`src/rtl/kmq_pkg.sv`:
```
// Shared constants, codes and control structs for the keyed mailbox queue manager.
// Used by every file in rtl/; has no dependencies of its own.
package kmq_pkg;

   // Default sizing, used as the top level's parameter defaults
   localparam int NUM_BOXES_DEF   = 8;
   localparam int QUEUE_DEPTH_DEF = 16;

   // Field widths
   localparam int OP_W       = 2;
   localparam int KEY_W      = 32;
   localparam int BOXID_W    = 8;
   localparam int MSG_W      = 32;
   localparam int STATUS_W   = 2;
   localparam int RBOX_W     = 3;
   localparam int BKEY_W     = 31;
   localparam int REQ_DATA_W = 80;
   localparam int RSP_DATA_W = 40;

   // Operation codes
   localparam logic [OP_W-1:0] OP_CREATE = 2'd0;
   localparam logic [OP_W-1:0] OP_SEND   = 2'd1;
   localparam logic [OP_W-1:0] OP_RECV   = 2'd2;

   // Status codes
   localparam logic [STATUS_W-1:0] ST_OK    = 2'd0;
   localparam logic [STATUS_W-1:0] ST_ERR   = 2'd1;
   localparam logic [STATUS_W-1:0] ST_FULL  = 2'd2;
   localparam logic [STATUS_W-1:0] ST_EMPTY = 2'd3;

   // Box table write controls
   typedef struct packed {
      logic wr_en;
      logic set_used;
   } tbl_wr_type;

   // Message store port controls
   typedef struct packed {
      logic wr_en;
      logic rd_en;
   } msg_ctl_type;

endpackage

```
`src/rtl/kmq_msg_store.sv`:
```
// Message store: one circular queue region per box in a single-port RAM, registered read.
// Depends on kmq_pkg.
module kmq_msg_store #(
   parameter int  NUM_BOXES   = kmq_pkg::NUM_BOXES_DEF,
   parameter int  QUEUE_DEPTH = kmq_pkg::QUEUE_DEPTH_DEF,
   localparam int MSG_DEPTH   = NUM_BOXES * QUEUE_DEPTH,
   localparam int MSG_AW      = $clog2(MSG_DEPTH)
) (
   input  logic                     clock,
   input  kmq_pkg::msg_ctl_type     ctl,
   input  logic [MSG_AW-1:0]        addr,
   input  logic [kmq_pkg::MSG_W-1:0] wr_data,
   output logic [kmq_pkg::MSG_W-1:0] rd_data
);

   logic [kmq_pkg::MSG_W-1:0] mem [MSG_DEPTH];
   logic [kmq_pkg::MSG_W-1:0] rd_data_ff;

   always_ff @(posedge clock) begin
      if (ctl.wr_en) begin
         mem[addr] <= wr_data;
      end
      if (ctl.rd_en) begin
         rd_data_ff <= mem[addr];
      end
   end

   assign rd_data = rd_data_ff;

endmodule

```
`config.mk`:
```
export PLATFORM = sky130hd
export DESIGN_NAME = kmq_msg_store
export DESIGN_NICKNAME = d
export VERILOG_FILES = /design/src/rtl/kmq_pkg.sv /design/src/rtl/kmq_msg_store.sv
export SDC_FILE = /design/constraint.sdc
export NUM_CORES = 2
export LEC_CHECK = 0
export BUFFER_PORTS_ARGS = -buffer_cell sky130_fd_sc_hd__buf_2
export CORE_UTILIZATION = 30
export DETAILED_ROUTE_END_ITERATION = 8
export HOLD_SLACK_MARGIN = 0.02
export PLACE_DENSITY = 0.53
export SYNTH_ARGS = -nofsm -noshare
export SYNTH_HDL_FRONTEND = slang
export SYNTH_SLANG_ARGS = --single-unit
```
`constraint.sdc`:
```
create_clock -name clock -period 13.9 [get_ports clock]
set_clock_uncertainty 0.15 [all_clocks]
set_input_delay 0.695 -clock clock [delete_from_list [all_inputs] [get_ports clock]]
set_output_delay 0.695 -clock clock [all_outputs]
set_load 0.01 [all_outputs]
```
# After elaboration in Yosys (flattened, before gate mapping)
# Memory sizes are Yosys's and may differ from the RTL's. A register that Yosys moved wholly into a read port is not among the register bits.
# Index checks and enable logic that the tools add are counted.
[totals]
output_inout_bits = 32
mem_bits_ro = 0
latchBits = 0
register_bits = 0
word_cells = 3
memories = 1
mem_bits_rw = 4096
inputBits = 42
[op_classes]
n_addsub = 0
shift = 0
multipliers = 0
magnitude_cmp = 0
eq_ne = 0
muxes = 2
n_reduce_logical = 0
div = 0
n_bitwise = 0
[memory_table]
columns = ["memory", "words", "word_bits", "rd", "rd_ports_with_merged_regs", "write_ports", "line", "source"]
rows = [
  ["mem", 128, 32, 1, 1, 1, "kmq_msg_store.sv:16", "logic [kmq_pkg::MSG_W-1:0] mem [MSG_DEPTH];"],
]
[ops]
columns = ["cell", "count"]
rows = [
  ["2-to-1 mux 1 bit", 2],
]

# Longest topological paths before layout
[depth]
word_depth = 2
depth_mapped = 12
mapped_depth_nobuf = 6

# Least setup slack after synthesis
# Ideal clock, no wire load.
[synth_timing]
kind = "input to register"
startpoint = "in addr[2]"
endpoint = "mem mem[72][0] in the netlist's numbering (enable)"
arrival_time_ps = 5134
t_required_ps = 13248
path_buffers = 8
setup_ps = 502
stages = 9
slack_ps = 8114
path_cell_list = "buf_2 > buf_4 > buf_4 > buf_2 > buf_2 > buf_2 > clkbuf_1 > buf_2 > nor4_1"
[synth_rtl]
columns = ["element", "line", "source"]
rows = [
  ["start: declaration", "kmq_msg_store.sv:11", "input logic [MSG_AW-1:0] addr,"],
  ["end: declaration", "kmq_msg_store.sv:16", ""],
]
# Straight into the memory's write port.

==> metrics <==
largest net degree at the start of global routing=133; Starting Density=30.2%; Slew Viols, Final=5; Finished Layout Cells=16,500; clock period minus worst slack=5.99 ns; Post-Route WL=615 mm; sequential element share of the synthesized area=78.7%; vias in the first global route=91,800; power per cell area=148 mW/mm^2; # rows=265; share of layout cells above drive strength 1=17.3%; syn avg cell area=17.6 sq um; CP peak stage delay=0.89 ns; CORE AREA=0.522 sq mm; Cells after DPL=15,600; initial antenna violation count=95; Post-DP HPWL=353 mm; area delta synth->final=15.7%; routed len/inst=37.2 um; # hold bufs at CTS=4; CP required=14.48 ns; clock sinks=4,128; HP Class=in2reg; Fin. Hold Viols=0; RSZ-0062 raised after global routing=no; H-tree Lvls=5; gr usage total=22.4%; CP arrival=6.57 ns; MaxCap Viol Count=1; postcts setup bufs=0; cells along the critical path=buf_8 -> buf_4 -> buf_4 -> nor2_4 -> buf_4 -> buf_4 -> a221oi_1 -> o22ai_1 -> a22oi_1 -> nand4_1 -> or4_1; crit path from=addr[0]; post-synth cell types=75; Detailed Routing Iterations Pass 1=7; CP delay by family, top=buffers and inverters; f_max=167 MHz; crit-path max FO=50; FF-to-FF Start=mem[19][0]; sw frac=23.3%; via density per instance=5.97; run status=complete, but fails checks; Yosys warnings=0; ys flop type=edfxtp_1; Final ANT Viol Nets=0; Port Buffers=73; CTS tree=built; worst skew pair latency=1.04 ns; met3 WL post-DR=81.6 mm; clock root buffer=clkbuf_16; CP Buf/Inv Count=5; cell mode on critical path=buf_4; Synth Register Bits=4,128; fin crit share=43.1%; P_int=20.7 mW; Top Metal Used=met5; Synth Instances=8,954; Post-synth ARST share=0%; most common cell after layout, fill and taps aside=edfxtp_1; Routability Congestion=0.901; WS Path Type=in2reg; commonest cells after routing, fill and taps aside=4,128 x edfxtp_1, 847 x a221oi_1, 468 x a22oi_1; initial drt markers=17,200; via count of the routed design=98,700; TritonCTS Buffers=429; die height=727 um; Seq pwr share=51.2%; die area=0.528 sq mm; drt drc=0; Crit. End Element=register; Resized Gates After CTS=0; routed wl met2=268 mm; NetSw=6.30 mW; Rel. slew slack=-11.8%; count of flip-flops with a built-in enable after synthesis=4,128; Post-Syn Area=0.158 sq mm; Die Wd=727 um; clock share of power=42.7%; CTS Buffer Depth=4; logic gate share of total power=6.1%; first-pass GRT wire length=820 mm; Startpoint Class=input pin; Synthesized Nets=8,996; Final nets=9,178; slowest cell on the critical path=nand4_1; Tightest Pin Transition=1.68 ns; number of top-level pins=74; TNS Setup=0 ns; failing checks=capacitance limit, slew limit; met1 wire length=237 mm; total grt overflow=0; clock transition at the registers of the reported paths=0.06 ns; HP Start=wr_data[0]; peak supply drop=113 uV; # setup viols final=0; Static Leak=55.1 nW
[flip-flops by register name (all words and copies together) (netlist names)]
name and count:
mem 4096, rd_data 32
[synthesized netlist by cell type (43+ instances only)]
cell type,n,area [sq um]
a211oi_1,43,323
a21oi_1,425,2130
a221o_1,64,641
a221oi_1,847,7420
a222oi_1,44,440
a22o_1,43,377
a22oi_1,468,3510
buf_1,135,507
buf_2,239,1200
clkbuf_1,324,1220
edfxtp_1,4128,124000
mux2_2,277,3120
mux2i_1,127,1270
mux4_2,70,1580
nand2_1,241,905
nor2_1,290,1090
nor2b_1,108,676
nor3_1,43,215
o21ai_0,324,1620
o221ai_1,49,429
o22ai_1,170,1060
[kinds of logic (layout without fill, tap and decap cells)]
family	after synthesis	count (layout)	share of synthesized area (%)
AND/OR/NAND/NOR	885	885	2.72
multiplexers	476	476	3.80
flip-flops	4128	4128	78.7
AO/OA/AOI/OAI	2731	2731	12.8
other	0	90	0
buffers and inverters	734	1278	2.01
[stage by stage]
step                      hold slack, ns  utilization, %  instance area (sq um)  power, mW  worst slack [ns]
final                             0.0662            34.9                 182000       27.0              7.91
after global routing              0.0630            34.9                 182000       27.5              8.11
after CTS                         0.0253            34.9                 182000       27.0              8.36
after detailed placement           0.607            32.2                 168000       15.7              7.31
after global placement             0.588            32.2                 168000       15.7              7.36
after floorplan                    0.478               -                 158000       14.7              8.11
[power by group through the flow]
stage | registers, mW | logic, mW | clock network [mW]
2_1_floorplan | 14.0 | 0.675 | 0
3_3_place_gp | 14.1 | 1.58 | 0
3_5_place_dp | 14.1 | 1.60 | 0
4_1_cts | 13.8 | 1.61 | 11.6
5_1_grt | 13.8 | 1.68 | 12.0
6_report | 13.8 | 1.66 | 11.5
[worst reg2reg max path: cells and delay by family (launching register included)]
kind	cells	cell delay, ns
AO/OA/AOI/OAI	3	1.23
flip-flops	1	0.37
AND/OR/NAND/NOR	2	1.68
[layer usage]
metal  track usage [%]  vias to the layer above
met3              7.02                     1150
met2              33.2                     7380
met4              9.25                       30
li1                  -                    38100
met1              30.3                    52000
met5                 0                        -
[area by class of cell]
type                    instances  area, sq um
clock inverters               271         2700
multi-input cells            4092        31700
well taps                    6942         8690
fillers                     48900       340000
flip-flops and latches       4128       124000
diodes                         90          225
inverters                       7         47.5
repair buffers                478         3780
clock buffers                 522        11200
[final timing paths]
path                 endpoint  slack (ns)  depth (start not counted)
hold / removal    mem[111][0]        0.07                          1
setup / recovery   rd_data[0]        7.91                         11
setup reg to reg   rd_data[0]       10.23                          5
hold reg to reg    rd_data[8]        0.64                          4
No activity file was read; power rests on OpenSTA's default activity.
