--- src/rtl/kmq_pkg.sv ---
// Shared constants, codes and control structs for the keyed mailbox queue manager.
// Used by every file in rtl/; has no dependencies of its own.
package kmq_pkg;

   // Default sizing, used as the top level's parameter defaults
   localparam int NUM_BOXES_DEF   = 8;
   localparam int QUEUE_DEPTH_DEF = 16;

   // Field widths
   localparam int OP_W       = 2;
   localparam int KEY_W      = 32;
   localparam int BOXID_W    = 8;
   localparam int MSG_W      = 32;
   localparam int STATUS_W   = 2;
   localparam int RBOX_W     = 3;
   localparam int BKEY_W     = 31;
   localparam int REQ_DATA_W = 80;
   localparam int RSP_DATA_W = 40;

   // Operation codes
   localparam logic [OP_W-1:0] OP_CREATE = 2'd0;
   localparam logic [OP_W-1:0] OP_SEND   = 2'd1;
   localparam logic [OP_W-1:0] OP_RECV   = 2'd2;

   // Status codes
   localparam logic [STATUS_W-1:0] ST_OK    = 2'd0;
   localparam logic [STATUS_W-1:0] ST_ERR   = 2'd1;
   localparam logic [STATUS_W-1:0] ST_FULL  = 2'd2;
   localparam logic [STATUS_W-1:0] ST_EMPTY = 2'd3;

   // Box table write controls
   typedef struct packed {
      logic wr_en;
      logic set_used;
   } tbl_wr_type;

   // Message store port controls
   typedef struct packed {
      logic wr_en;
      logic rd_en;
   } msg_ctl_type;

endpackage

--- src/rtl/kmq_box_table.sv ---
// Mailbox table: per-box used bits plus a record memory holding key and queue pointers.
// One read port (registered) and one write port. Depends on kmq_pkg.
module kmq_box_table #(
   parameter int  NUM_BOXES   = kmq_pkg::NUM_BOXES_DEF,
   parameter int  QUEUE_DEPTH = kmq_pkg::QUEUE_DEPTH_DEF,
   localparam int BOX_W       = (NUM_BOXES > 1) ? $clog2(NUM_BOXES) : 1,
   localparam int PTR_W       = $clog2(QUEUE_DEPTH),
   localparam int CNT_W       = $clog2(QUEUE_DEPTH + 1)
) (
   input  logic                      clock,
   input  logic                      reset,
   input  logic [BOX_W-1:0]          rd_addr,
   output logic                      rd_used,
   output logic [kmq_pkg::BKEY_W-1:0] rd_key,
   output logic [PTR_W-1:0]          rd_rp,
   output logic [PTR_W-1:0]          rd_wp,
   output logic [CNT_W-1:0]          rd_cnt,
   input  kmq_pkg::tbl_wr_type       wr_ctl,
   input  logic [BOX_W-1:0]          wr_addr,
   input  logic [kmq_pkg::BKEY_W-1:0] wr_key,
   input  logic [PTR_W-1:0]          wr_rp,
   input  logic [PTR_W-1:0]          wr_wp,
   input  logic [CNT_W-1:0]          wr_cnt
);

   localparam int REC_W = kmq_pkg::BKEY_W + 2 * PTR_W + CNT_W;

   logic [NUM_BOXES-1:0] used_ff;
   logic [REC_W-1:0]     rec_mem [NUM_BOXES];
   logic [REC_W-1:0]     rd_rec_ff;
   logic                 rd_used_ff;

   // Used bits are the only state that reset clears; records are rewritten on create.
   always_ff @(posedge clock) begin
      if (reset) begin
         used_ff <= '0;
      end else if (wr_ctl.wr_en && wr_ctl.set_used) begin
         used_ff[wr_addr] <= 1'b1;
      end
   end

   always_ff @(posedge clock) begin
      if (wr_ctl.wr_en) begin
         rec_mem[wr_addr] <= {wr_key, wr_rp, wr_wp, wr_cnt};
      end
      rd_rec_ff  <= rec_mem[rd_addr];
      rd_used_ff <= used_ff[rd_addr];
   end

   assign rd_used = rd_used_ff;
   assign {rd_key, rd_rp, rd_wp, rd_cnt} = rd_rec_ff;

endmodule

--- config.mk ---
export PLATFORM = sky130hd
export DESIGN_NAME = kmq_box_table
export DESIGN_NICKNAME = d
export VERILOG_FILES = /design/src/rtl/kmq_pkg.sv /design/src/rtl/kmq_box_table.sv
export SDC_FILE = /design/constraint.sdc
export NUM_CORES = 1
export LEC_CHECK = 0
export BUFFER_PORTS_ARGS = -buffer_cell sky130_fd_sc_hd__buf_2
export CAP_MARGIN = 25
export CORE_MARGIN = 4
export CORE_UTILIZATION = 30
export CTS_CLUSTER_SIZE = 28
export DETAILED_ROUTE_END_ITERATION = 8
export PLACE_DENSITY_LB_ADDON = 0.12
export SLEW_MARGIN = 25
export SYNTH_ARGS = -nofsm -noshare
export SYNTH_HDL_FRONTEND = slang
export SYNTH_SLANG_ARGS = --single-unit
--- constraint.sdc ---
create_clock -name clock -period 5.2 [get_ports clock]
set_input_delay 1.04 -clock clock [delete_from_list [all_inputs] [get_ports clock]]
set_output_delay 1.04 -clock clock [all_outputs]
set_load 0.1 [all_outputs]
# After elaboration in Yosys (flattened, before gate mapping)
# Memories as Yosys holds them, arrays and structs flattened. A register that Yosys moved wholly into a read port is not among the register bits.
# Index checks and enable logic that the tools add are counted.
[classes] magnitude_cmp=3 mux=6 bitwise=1 n_reduce_logical=2
[op_table] op="$lt A3 B4 Y1 const B" count=2
[op_table] op="$or A8 B8 Y8" count=1
[op_table] op="$mux W1" count=4
[op_table] op="$bmux W1 S3" count=1
[op_table] op="$demux W1 S3" count=1
[op_table] op="$ge A3 B1 Y1 const B" count=1
[op_table] op="$logic_and A1 B1 Y1" count=2
[word_totals] register_bits=9 ram_bits=352 inputBits=54 output_inout_bits=45 elab_cells=15 n_memories=1
[memory_table] name="rec_mem" words=8 word_bits=44 read_ports=1 rd_ports_with_merged_regs=1 wr=1 line="kmq_box_table.sv:29" text="logic [REC_W-1:0] rec_mem [NUM_BOXES];"

# Longest topological paths before layout
# Gate-level depths: netlist of the first run.
[depth] depth_word=5 depth_mapped=4 depth_no_buf=3

# Worst setup path after synthesis of the first run
# Ideal clock, no wire load.
[synth_timing] path_kind="input -> register" start="input port wr_addr[1]" end="memory rec_mem[0][0] (netlist name), enable pin" setup_ns=0.500 arrival_ns=4.300 required_time_ns=4.700 slack_ns=0.399 path_stages=2 n_path_buf=1 cell_sequence="clkbuf_1 nor3_1"
[synth_rtl] item="start: declaration" line="kmq_box_table.sv:19" text="input logic [BOX_W-1:0] wr_addr,"
[synth_rtl] item="end: declaration" line="kmq_box_table.sv:29"
# Straight into the memory's write port.

==> results of run 1 <==
layout make-up:
class	count	area (um2)
Fill cell	4472	31260
Sequential cell	405	11630
Multi-Input combinational cell	169	3089
Timing Repair Buffer	115	669.4
Clock inverter	20	175.2
Antenna cell	3	7.507
Tap cell	664	830.8
Clock buffer	62	1292
worst paths after layout:
kind                            cells past startpoint            end
worst min register to register                      2     used_ff[6]
worst max-delay path                                4  rd_rec_ff[19]
worst max register to register                      2  rd_rec_ff[25]
worst min-delay path                                2     used_ff[6]
worst register-to-register path: stages (launching register included):
cell and delay [ns]:
sky130_fd_sc_hd__edfxtp_1 0.37, sky130_fd_sc_hd__mux4_1 0.57, sky130_fd_sc_hd__mux2_2 0.29
kinds of logic (layout without fill, tap and decap cells):
kind of cell | Yosys count | in the layout | share of synthesized area
flops | 405 | 405 | 0.7835
mux | 135 | 135 | 0.1934
simple gates | 26 | 26 | 0.008092
other cells | 0 | 3 | 0
buf+inv | 27 | 197 | 0.01205
compound gates | 8 | 8 | 0.002866
layout by cell type (no fill, tap or decap):
cell type	synthesis	final
sky130_fd_sc_hd__a31oi_1	2	2
sky130_fd_sc_hd__and3b_1	1	1
sky130_fd_sc_hd__nand2b_1	3	3
sky130_fd_sc_hd__nand2_1	2	2
sky130_fd_sc_hd__nor2b_1	2	2
sky130_fd_sc_hd__bufinv_16	0	3
sky130_fd_sc_hd__mux4_1	90	90
sky130_fd_sc_hd__a21oi_1	6	6
sky130_fd_sc_hd__mux2_2	45	45
sky130_fd_sc_hd__buf_2	0	95
sky130_fd_sc_hd__clkbuf_16	0	47
sky130_fd_sc_hd__edfxtp_1	352	352
sky130_fd_sc_hd__and3_1	1	1
sky130_fd_sc_hd__nor2_4	0	6
sky130_fd_sc_hd__inv_6	0	1
sky130_fd_sc_hd__nor3_2	0	2
sky130_fd_sc_hd__buf_6	10	1
sky130_fd_sc_hd__buf_16	0	2
sky130_fd_sc_hd__clkbuf_1	7	9
sky130_fd_sc_hd__diode_2	0	3
sky130_fd_sc_hd__dfxtp_1	53	53
sky130_fd_sc_hd__clkbuf_8	0	6
sky130_fd_sc_hd__buf_4	0	17
sky130_fd_sc_hd__clkinv_2	0	13
sky130_fd_sc_hd__nor2_1	15	9
sky130_fd_sc_hd__clkinv_1	0	3
through the flow:
stage	hold WS (ns)	std cells	cell area (um2)	power, uW
finish	0.4749	1438	17700	7437
global route	0.5184	1435	17690	7723
CTS	0.4695	1433	17630	7544
detailed placement	0.4533	1351	16170	4392
global placement	0.4514	1351	16160	4379
floorplan	0.4284	601	14840	4214
layer usage:
metal / GRT usage / up-vias
met5: 0 / -
met4: 0.03100 / 4
met3: 0.03036 / 43
met2: 0.1929 / 139
met1: 0.1631 / 3477
li1: - / 2868
power by group:
group,total [uW],internal (uW),leakage [uW],switching [uW]
logic,610,159,0.00169,450
registers,3700,3660,0.00364,36.1
clock network,3130,1880,0.000735,1240
sequential cells by signal (all words and copies together), names as in the netlist:
name and flops:
used_ff 8, rd_used 1, rec_mem 352, rd_rec_ff 44
==> impl_summary.txt, run 1 <==
----------------------------------------------------
[Job]
  Max-cap violations ... 0

[Global routing]
  All-Layer GR Usage ... 0.1197
  Antenna violations before repair ... 4
  Pin count of the biggest net entering global routing ... 76
  Wire length of the first global-routing pass ... 47310 um
  Vias in the first global route ... 7092
  Grt ovf ... 0

[Yosys]
  Count of state elements after synthesis ... 405
  Post-synth top area share ... 0.7121
  Number of cells produced by synthesis ... 601
  Post-Synthesis Cell Area ... 14840 um2
  Number of warnings issued by yosys ... 0
  Synth area leaders ... sky130_fd_sc_hd__edfxtp_1 71%, sky130_fd_sc_hd__mux4_1 16%, sky130_fd_sc_hd__dfxtp_1 7.1%, sky130_fd_sc_hd__mux2_2 3.4%, sky130_fd_sc_hd__buf_6 0.76%
  Proportion of synthesized chip area in sequential cells ... 0.7835
  Share of async-settable or async-resettable flops after synthesis ... 0
  Library cells used by synthesis ... 17
  Syn_nets ... 655
  Count of flip-flops with a built-in enable after synthesis ... 352
  Most instantiated flip-flop cell in the synthesis netlist ... sky130_fd_sc_hd__edfxtp_1
  Count leader, synth ... sky130_fd_sc_hd__edfxtp_1
  Top cells by instance count after synthesis ... 352 x sky130_fd_sc_hd__edfxtp_1, 90 x sky130_fd_sc_hd__mux4_1, 53 x sky130_fd_sc_hd__dfxtp_1
  Mean instance size in the synthesized netlist ... 24.70 um2
  Synth area leader ... sky130_fd_sc_hd__edfxtp_1

[Outcome]
  Run status ... finished, final reports clean

[Critical path]
  Data required time of the worst path ... 5.63 ns
  Setup slack of the worst register-to-register path ... 3.86 ns
  Largest stage delay on the critical path ... 0.75 ns
  Worst Path Buf+Inv ... 2
  Critical path peak fanout ... 53
  Category of cells accounting for the largest share of critical-path delay ... buffers and inverters
  Source of the critical timing path ... rd_addr[0]
  Origin of the critical flop-to-flop path ... rec_mem[3][25]
  Type of destination of the critical path ... register
  Worst path cell trace ... buf_4 > buf_4 > mux4_1 > mux2_2
  Slowest stage cell on the critical path ... sky130_fd_sc_hd__buf_4
  Cell repeated most along the worst path ... sky130_fd_sc_hd__buf_4
  Kind of critical path ... input port to register
  Endpoint arrival time on the critical path ... 3.16 ns
  CP startpoint kind ... input port

[Power]
  Standby leakage power ... 0.006066 uW
  Power density normalized to cell area ... 420.3 nW/um2
  Worst IR Drop VDD ... 0.2345 mV

[Clock network]
  Setup repair bufs after CTS ... 0
  Number of buffers inserted for hold repair after clock tree synthesis ... 0
  CTS resizes ... 0
  Buffer depth of the longest clock path ... 3
  Cell at the root of the clock tree ... sky130_fd_sc_hd__clkbuf_16
  # clock sinks ... 405
  Inserted Clock Buffers ... 45
  Clock-pin slew on the worst setup and hold paths ... 0.06 ns
  CTS H-Tree Depth ... 2
  CTS tree ... done
  Skew-Pair Late Insertion Delay ... 0.54 ns

[Finish]
  Area growth, synth to finish ... 19.21%
  Post-layout util ... 0.3615
  Layout net count ... 790
  Fraction of layout instances using a drive strength above 1 ... 0.3087

[Placement]
  Worst setup slack before clock tree synthesis ... 1.865 ns
  Half-perimeter wire length after placement ... 17280 um
  Count of buffers inserted at the top-level ports ... 98
  Final GP Congestion ... 0.6958

[Timing]
  Final setup violation count ... 0
  Post-route clock skew ... 0.02209 ns
  Tcrit/Tclk final ... 0.5251
  Relative slew slack ... 0.3254
  RSZ-0062 raised after global routing ... false
  Post-route worst setup slack ... 2.470 ns
  Slew of the pin with the lowest slew margin ... 1.012 ns
  Final worst path period need ... 2.730 ns
  Max frequency ... 366.2 MHz
  Setup_tns ... 0 ns
  Number of max-slew violations in the final report ... 0
  Final number of hold-violating endpoints ... 0

[Route]
  Iteration-0 DRC Markers ... 395
  Drt via density ... 4.542
  Top layer in use ... met5
  Wire length on met1 ... 14350 um
  Residual DRC count ... 0
  Vias ... 6531
  Met2 Routed Length ... 15140 um
  Routed wl met3 ... 1841 um
  Remaining antenna violation count ... 0
  Detailed Routing Iterations Pass 1 ... 4
  WL/cell ... 22.18 um
  Drt total wl ... 31890 um

[Die]
  Die outline area ... 53100 um2
  Horiz. Die Dim ... 230.4 um
  Starting Density ... 0.3032
  Number of placed I/O pins ... 99
  Cell row count ... 81
  Height of the chip ... 230.4 um
  Placeable core region ... 48950 um2

[Hold path]
  Class of the worst hold path ... register to register
  Beginning of the worst hold path ... used_ff[6]

----------------------------------------------------
No activity file was read; power rests on OpenSTA's default activity.
==> inputs of run 2 (changes only) <==
--- a/config.mk
+++ b/config.mk
@@ -5,6 +5,7 @@
 export SDC_FILE = /design/constraint.sdc
 export NUM_CORES = 1
 export LEC_CHECK = 0
+export ABC_AREA = 1
 export BUFFER_PORTS_ARGS = -buffer_cell sky130_fd_sc_hd__buf_2
 export CAP_MARGIN = 25
 export CORE_MARGIN = 4
==> constraint.sdc (replaced) <==
create_clock -name clock -period 2.4 [get_ports clock]
set_input_delay 0.48 -clock clock [delete_from_list [all_inputs] [get_ports clock]]
set_output_delay 0.48 -clock clock [all_outputs]
set_load 0.1 [all_outputs]
==> run 2 against run 1 <==
Compared with the run above:
- count of clock-buffer cells in the layout fell by 3
- sequential power rose by 120%
- combinational power rose to 2.6 times the previous value
- first-iteration DRC count rose by 23%
- utilization rose by 0.27 points
- hold slack got worse by 0.27 ns
- wire length rose by 21%
- area after synthesis rose by 12%
- worst setup slack got worse by 1.9 ns
- highest routed layer is now met4
==> impl_summary.txt, run 2 <==
----------------------------------------------------
[Outcome]
  Run status ... finished, final reports clean

[Critical path]
  CP startpoint kind ... register
  Largest stage delay on the critical path ... 0.45 ns
  Endpoint arrival time on the critical path ... 1.38 ns
  Setup slack of the worst register-to-register path ... 1.44 ns
  Slowest stage cell on the critical path ... sky130_fd_sc_hd__buf_2
  Category of cells accounting for the largest share of critical-path delay ... buffers and inverters
  Critical path peak fanout ... 1
  Origin of the critical flop-to-flop path ... rec_mem[3][27]
  Count of cells along the worst register-to-register path ... 6
  Type of destination of the critical path ... output pin
  Worst r2r dst ... rd_rec_ff[27]
  Data required time of the worst path ... 1.92 ns
  Worst Path Buf+Inv ... 1
  Kind of critical path ... register to output pin
  Worst path cell trace ... buf_2

[Route]
  WL/cell ... 15.35 um
  Remaining antenna violation count ... 0
  Detailed Routing Iterations Pass 1 ... 5
  Drt total wl ... 38630 um
  Vias ... 10350
  Drt via density ... 4.112
  Iteration-0 DRC Markers ... 485
  Residual DRC count ... 0

[Clock network]
  Cell at the root of the clock tree ... sky130_fd_sc_hd__clkbuf_16
  Buffer depth of the longest clock path ... 3
  CTS resizes ... 0
  # clock sinks ... 405
  Number of buffers inserted for hold repair after clock tree synthesis ... 0
  Setup repair bufs after CTS ... 0
  CTS tree ... done
  Clock-pin slew on the worst setup and hold paths ... 0.06 ns
  Skew-Pair Late Insertion Delay ... 0.56 ns
  CTS H-Tree Depth ... 2
  Inserted Clock Buffers ... 48

[Global routing]
  Wire length of the first global-routing pass ... 60400 um
  Vias in the first global route ... 10180
  Pin count of the biggest net entering global routing ... 113
  All-Layer GR Usage ... 0.1299
  Antenna violations before repair ... 0
  Grt ovf ... 0

[Yosys]
  Count of flip-flops with a built-in enable after synthesis ... 352
  Post-Synthesis Cell Area ... 16600 um2
  Library cells used by synthesis ... 16
  Most instantiated flip-flop cell in the synthesis netlist ... sky130_fd_sc_hd__edfxtp_1
  Syn_nets ... 1690
  Count leader, synth ... sky130_fd_sc_hd__nand2_1
  Number of cells produced by synthesis ... 1636
  Share of async-settable or async-resettable flops after synthesis ... 0
  Synth area leader ... sky130_fd_sc_hd__edfxtp_1
  Count of state elements after synthesis ... 405
  Mean instance size in the synthesized netlist ... 10.15 um2
  Synth area leaders ... sky130_fd_sc_hd__edfxtp_1 64%, sky130_fd_sc_hd__nand2_1 13%, sky130_fd_sc_hd__inv_1 8.3%, sky130_fd_sc_hd__dfxtp_1 6.4%, sky130_fd_sc_hd__nand3_1 5.5%
  Post-synth top area share ... 0.6367
  Number of warnings issued by yosys ... 0
  Top cells by instance count after synthesis ... 586 x sky130_fd_sc_hd__nand2_1, 365 x sky130_fd_sc_hd__inv_1, 352 x sky130_fd_sc_hd__edfxtp_1
  Proportion of synthesized chip area in sequential cells ... 0.7006

[Power]
  Power density normalized to cell area ... 844.5 nW/um2
  Worst IR Drop VDD ... 0.4253 mV
  Power after layout ... 16710 uW
  Standby leakage power ... 0.008903 uW

[Die]
  Placeable core region ... 54350 um2
  Horiz. Die Dim ... 243.2 um
  Die outline area ... 59170 um2
  Height of the chip ... 243.2 um
  Cell row count ... 85
  Number of placed I/O pins ... 99
  Starting Density ... 0.3055

[Timing]
  Slew of the pin with the lowest slew margin ... 0.6867 ns
  Relative slew slack ... 0.5422
  Final setup violation count ... 0
  Final worst path period need ... 1.862 ns
  Number of max-slew violations in the final report ... 0
  Final number of hold-violating endpoints ... 0
  Post-route clock skew ... 0.01072 ns
  Tcrit/Tclk final ... 0.7760
  RSZ-0062 raised after global routing ... false
  Max frequency ... 537.0 MHz

[Finish]
  Register name with the most flops ... rec_mem
  Area of the multi-input gates ... 3356 um2
  Layout fillers ... 5383
  Layout net count ... 1794
  Post-layout util ... 0.3642
  Most frequent cells in the layout ... 586 x sky130_fd_sc_hd__nand2_1, 362 x sky130_fd_sc_hd__inv_1, 352 x sky130_fd_sc_hd__edfxtp_1
  Registers with the most flip-flops ... rec_mem (352), rd_rec_ff (44), used_ff (8)
  Max reg flops ... 352
  Sequential cell area in the final layout ... 11630 um2
  Fraction of layout instances using a drive strength above 1 ... 0.1193
  Number of antenna repair diodes ... 0
  Fin cells ... 2516
  Most common library cell in the layout ignoring fill and taps ... sky130_fd_sc_hd__nand2_1
  Area growth, synth to finish ... 19.20%

[Hold path]
  Depth of the worst hold-timing path ... 1
  Beginning of the worst hold path ... wr_cnt[3]
  Hold Path End ... rec_mem[1][3]
  Class of the worst hold path ... input port to register

[Placement]
  Half-perimeter wire length after placement ... 21690 um
  Count of buffers inserted at the top-level ports ... 98
  Final GP Congestion ... 0.7144
  Number of placed cells counting well taps ... 2429

[Job]
  Max-cap violations ... 0

----------------------------------------------------
## run 2: per-layer routing
layer  vias up  GRT usage  wire length, um
li1       5301          -                -
met5         -          0                0
met4         0    0.03853              837
met2       144     0.2094            17650
met3        64    0.02285             1368
met1      4838     0.1800            18780
## run 2: through the flow
step	setup slack [ns]	hold WS [ns]	instance area [um2]	setup TNS [ns]
after floorplan	-0.3822	0.4354	16770	-103.22
after global placement	0.2586	0.4457	18250	0
after detailed placement	0.2063	0.4496	18250	0
after CTS	0.4967	0.1605	19790	0
after global routing	0.4828	0.1838	19790	0
final	0.5377	0.2020	19790	0
## run 2: final cells by class
type                       instances  area share
clock buffer                      59     0.06588
clock inverter                    28     0.01195
inverter                         368     0.07068
multi-input combinational        792      0.1696
sequential                       405      0.5877
tap                              739     0.04672
timing repair buffer             125     0.04748
## run 2: kinds of logic (layout without fill, tap and decap cells)
logic type             after synthesis  count (layout)  synth area share
buffers and inverters              439             580            0.1041
AOI/OAI and AO/OA                    7               7          0.002110
and+or+nand+nor                    785             785            0.1932
DFF                                405             405            0.7006
## run 2: worst max path at each step
stage,cells after the start,to,slack [ns],start
2_1_floorplan,3,rec_mem[6][0],-0.38,wr_addr[2]
3_3_place_gp,4,rec_mem[1][22],0.26,wr_addr[0]
3_5_place_dp,4,rec_mem[3][20],0.21,wr_addr[1]
4_1_cts,1,rd_key[18],0.50,rd_rec_ff[31]
5_1_grt,1,rd_key[18],0.48,rd_rec_ff[31]
6_report,1,rd_key[18],0.54,rd_rec_ff[31]
## run 2: power by group
group	switching, uW	internal, uW
Sequential	63.1	7940
Combinational	1280	334
Clock	2830	4270
==> inputs of run 3 (changes only) <==
==> constraint.sdc (replaced) <==
create_clock -name clock -period 1.8 [get_ports clock]
set_input_delay 0.36 -clock clock [delete_from_list [all_inputs] [get_ports clock]]
set_output_delay 0.36 -clock clock [all_outputs]
set_load 0.1 [all_outputs]
==> run 3 against run 2 <==
Compared with the run above:
- sequential cell count did not move
- sequential power rose by 34%
- sequential share of layout area fell by 0.28 points
- hold slack got worse by 0.14 ns
- clock power rose by 34%
- non-clock buffer count rose by 11
- critical path depth did not move
- cell count rose by 0.40%
- die area did not move
- register-to-register slack got worse by 0.62 ns
- combinational power rose by 37%
==> impl_summary.txt, run 3 (same netlist as run 2, synthesis figures left out) <==
----------------------------------------------------
[Clock network]
  Cell at the root of the clock tree ... sky130_fd_sc_hd__clkbuf_16
  Setup repair bufs after CTS ... 0
  Buffer depth of the longest clock path ... 3
  # clock sinks ... 405
  Inserted Clock Buffers ... 47
  CTS H-Tree Depth ... 2
  Skew-Pair Late Insertion Delay ... 0.57 ns
  Clock-pin slew on the worst setup and hold paths ... 0.06 ns
  CTS tree ... done

[Timing]
  Final setup violation count ... 0
  Relative slew slack ... 0.5627
  Number of max-slew violations in the final report ... 0
  Max frequency ... 596.5 MHz
  Post-route clock skew ... 0.01299 ns
  Final number of hold-violating endpoints ... 0
  RSZ-0062 raised after global routing ... false
  Tcrit/Tclk final ... 0.9313
  Post-route worst setup slack ... 0.1237 ns
  Final worst path period need ... 1.676 ns
  Slew of the pin with the lowest slew margin ... 0.6553 ns
  Setup_tns ... 0 ns
  Worst slack on hold paths ... 0.06132 ns

[Global routing]
  Wire length of the first global-routing pass ... 63900 um
  Pin count of the biggest net entering global routing ... 69
  All-Layer GR Usage ... 0.1388
  Antenna violations before repair ... 1
  Grt ovf ... 0
  Vias in the first global route ... 10530

[Critical path]
  CP startpoint kind ... register
  Kind of critical path ... register to output pin
  Count of cells along the worst register-to-register path ... 6
  Endpoint arrival time on the critical path ... 1.32 ns
  Worst Path Buf+Inv ... 1
  Path length in cells of the critical path ... 1
  Source of the critical timing path ... rd_rec_ff[3]
  Slowest stage cell on the critical path ... sky130_fd_sc_hd__buf_2
  Origin of the critical flop-to-flop path ... rec_mem[7][42]
  Setup slack of the worst register-to-register path ... 0.82 ns
  Type of destination of the critical path ... output pin
  Crit path capture ... rd_cnt[3]
  Category of cells accounting for the largest share of critical-path delay ... buffers and inverters
  Critical path peak fanout ... 1
  Data required time of the worst path ... 1.44 ns
  Largest stage delay on the critical path ... 0.43 ns
  Worst r2r dst ... rd_rec_ff[42]
  Worst path cell trace ... buf_2

[Outcome]
  Run status ... finished, final reports clean

[Finish]
  Fraction of layout instances using a drive strength above 1 ... 0.1231
  Most common library cell in the layout ignoring fill and taps ... sky130_fd_sc_hd__nand2_1
  Registers with the most flip-flops ... rec_mem (352), rd_rec_ff (44), used_ff (8)
  Layout fillers ... 5446
  Most frequent cells in the layout ... 586 x sky130_fd_sc_hd__nand2_1, 362 x sky130_fd_sc_hd__inv_1, 352 x sky130_fd_sc_hd__edfxtp_1
  Area of the multi-input gates ... 3356 um2
  Summed area of non-filler cells in the final layout ... 19890 um2
  Max reg flops ... 352
  Register name with the most flops ... rec_mem
  Area growth, synth to finish ... 19.78%
  Number of antenna repair diodes ... 0
  Sequential cell area in the final layout ... 11630 um2
  Layout net count ... 1804

[Power]
  Power density normalized to cell area ... 1126 nW/um2
  Worst IR Drop VDD ... 0.7078 mV
  Standby leakage power ... 0.008958 uW

[Route]
  Remaining antenna violation count ... 0
  Vias ... 10500
  Residual DRC count ... 0
  Drt via density ... 4.156
  WL/cell ... 16.13 um
  Iteration-0 DRC Markers ... 598
  Detailed Routing Iterations Pass 1 ... 4
  Drt total wl ... 40750 um

[Placement]
  Instance area after placement ... 18330 um2
  Count of buffers inserted at the top-level ports ... 98
  Final GP Congestion ... 0.7319
  Half-perimeter wire length after placement ... 23510 um
  Worst setup slack before clock tree synthesis ... 0.007002 ns

[Die]
  Cell row count ... 85
  Number of placed I/O pins ... 99
  Starting Density ... 0.3055
  Placeable core region ... 54350 um2
  Horiz. Die Dim ... 243.2 um
  Die outline area ... 59170 um2
  Height of the chip ... 243.2 um

[Job]
  Max-cap violations ... 0

[Hold path]
  Class of the worst hold path ... input port to register
  Depth of the worst hold-timing path ... 2

----------------------------------------------------
## run 3: changes by cell type in the layout (fill, tap and decap cells not counted), sizes merged
cell / before / now
buf: 125 / 136
bufinv: 4 / 3
clkbuf: 59 / 69
clkinv: 23 / 15
clkinvlp: 4 / 3
inv: 365 / 364
## run 3: per-layer routing
layer | track usage | wire [um] | vias up
li1 | - | - | 5328
met1 | 0.1853 | 18940 | 4950
met2 | 0.2343 | 19460 | 165
met3 | 0.02362 | 1539 | 56
met4 | 0.03768 | 802 | 0
met5 | 0 | 0 | -
## run 3: cell type report
cell class	instances	share of cell area
sequential	405	0.5849
multi-input combinational	792	0.1687
inverter	368	0.07034
clock buffer	69	0.06996
timing repair buffer	136	0.05165
tap	739	0.04650
clock inverter	17	0.007927
## run 3: timing repair
item | CTS | global route
hold buffers | 0 | 0
endpoints found under the setup margin | 2 | 0
resized for setup | 2 | 0
## run 3: where the power goes
group | switching, uW | internal, uW
logic | 1740 | 466
clock network | 3750 | 5760
registers | 85.2 | 10600
## run 3: worst min path at each step
stage	from	to	slack, ns
6_report	reset	used_ff[4]	0.06
5_1_grt	reset	used_ff[6]	0.06
4_1_cts	wr_key[14]	rec_mem[3][27]	0.02
3_5_place_dp	used_ff[0]	used_ff[0]	0.45
3_3_place_gp	used_ff[1]	used_ff[1]	0.45
2_1_floorplan	used_ff[0]	used_ff[0]	0.44
## run 3: through the flow
step | utilization | cells | power, uW
CTS | 0.3659 | 2526 | 22770
global route | 0.3659 | 2526 | 23370
floorplan | - | 1636 | 12420
finish | 0.3659 | 2526 | 22380
global placement | 0.3373 | 2440 | 13120
detailed placement | 0.3373 | 2440 | 13120
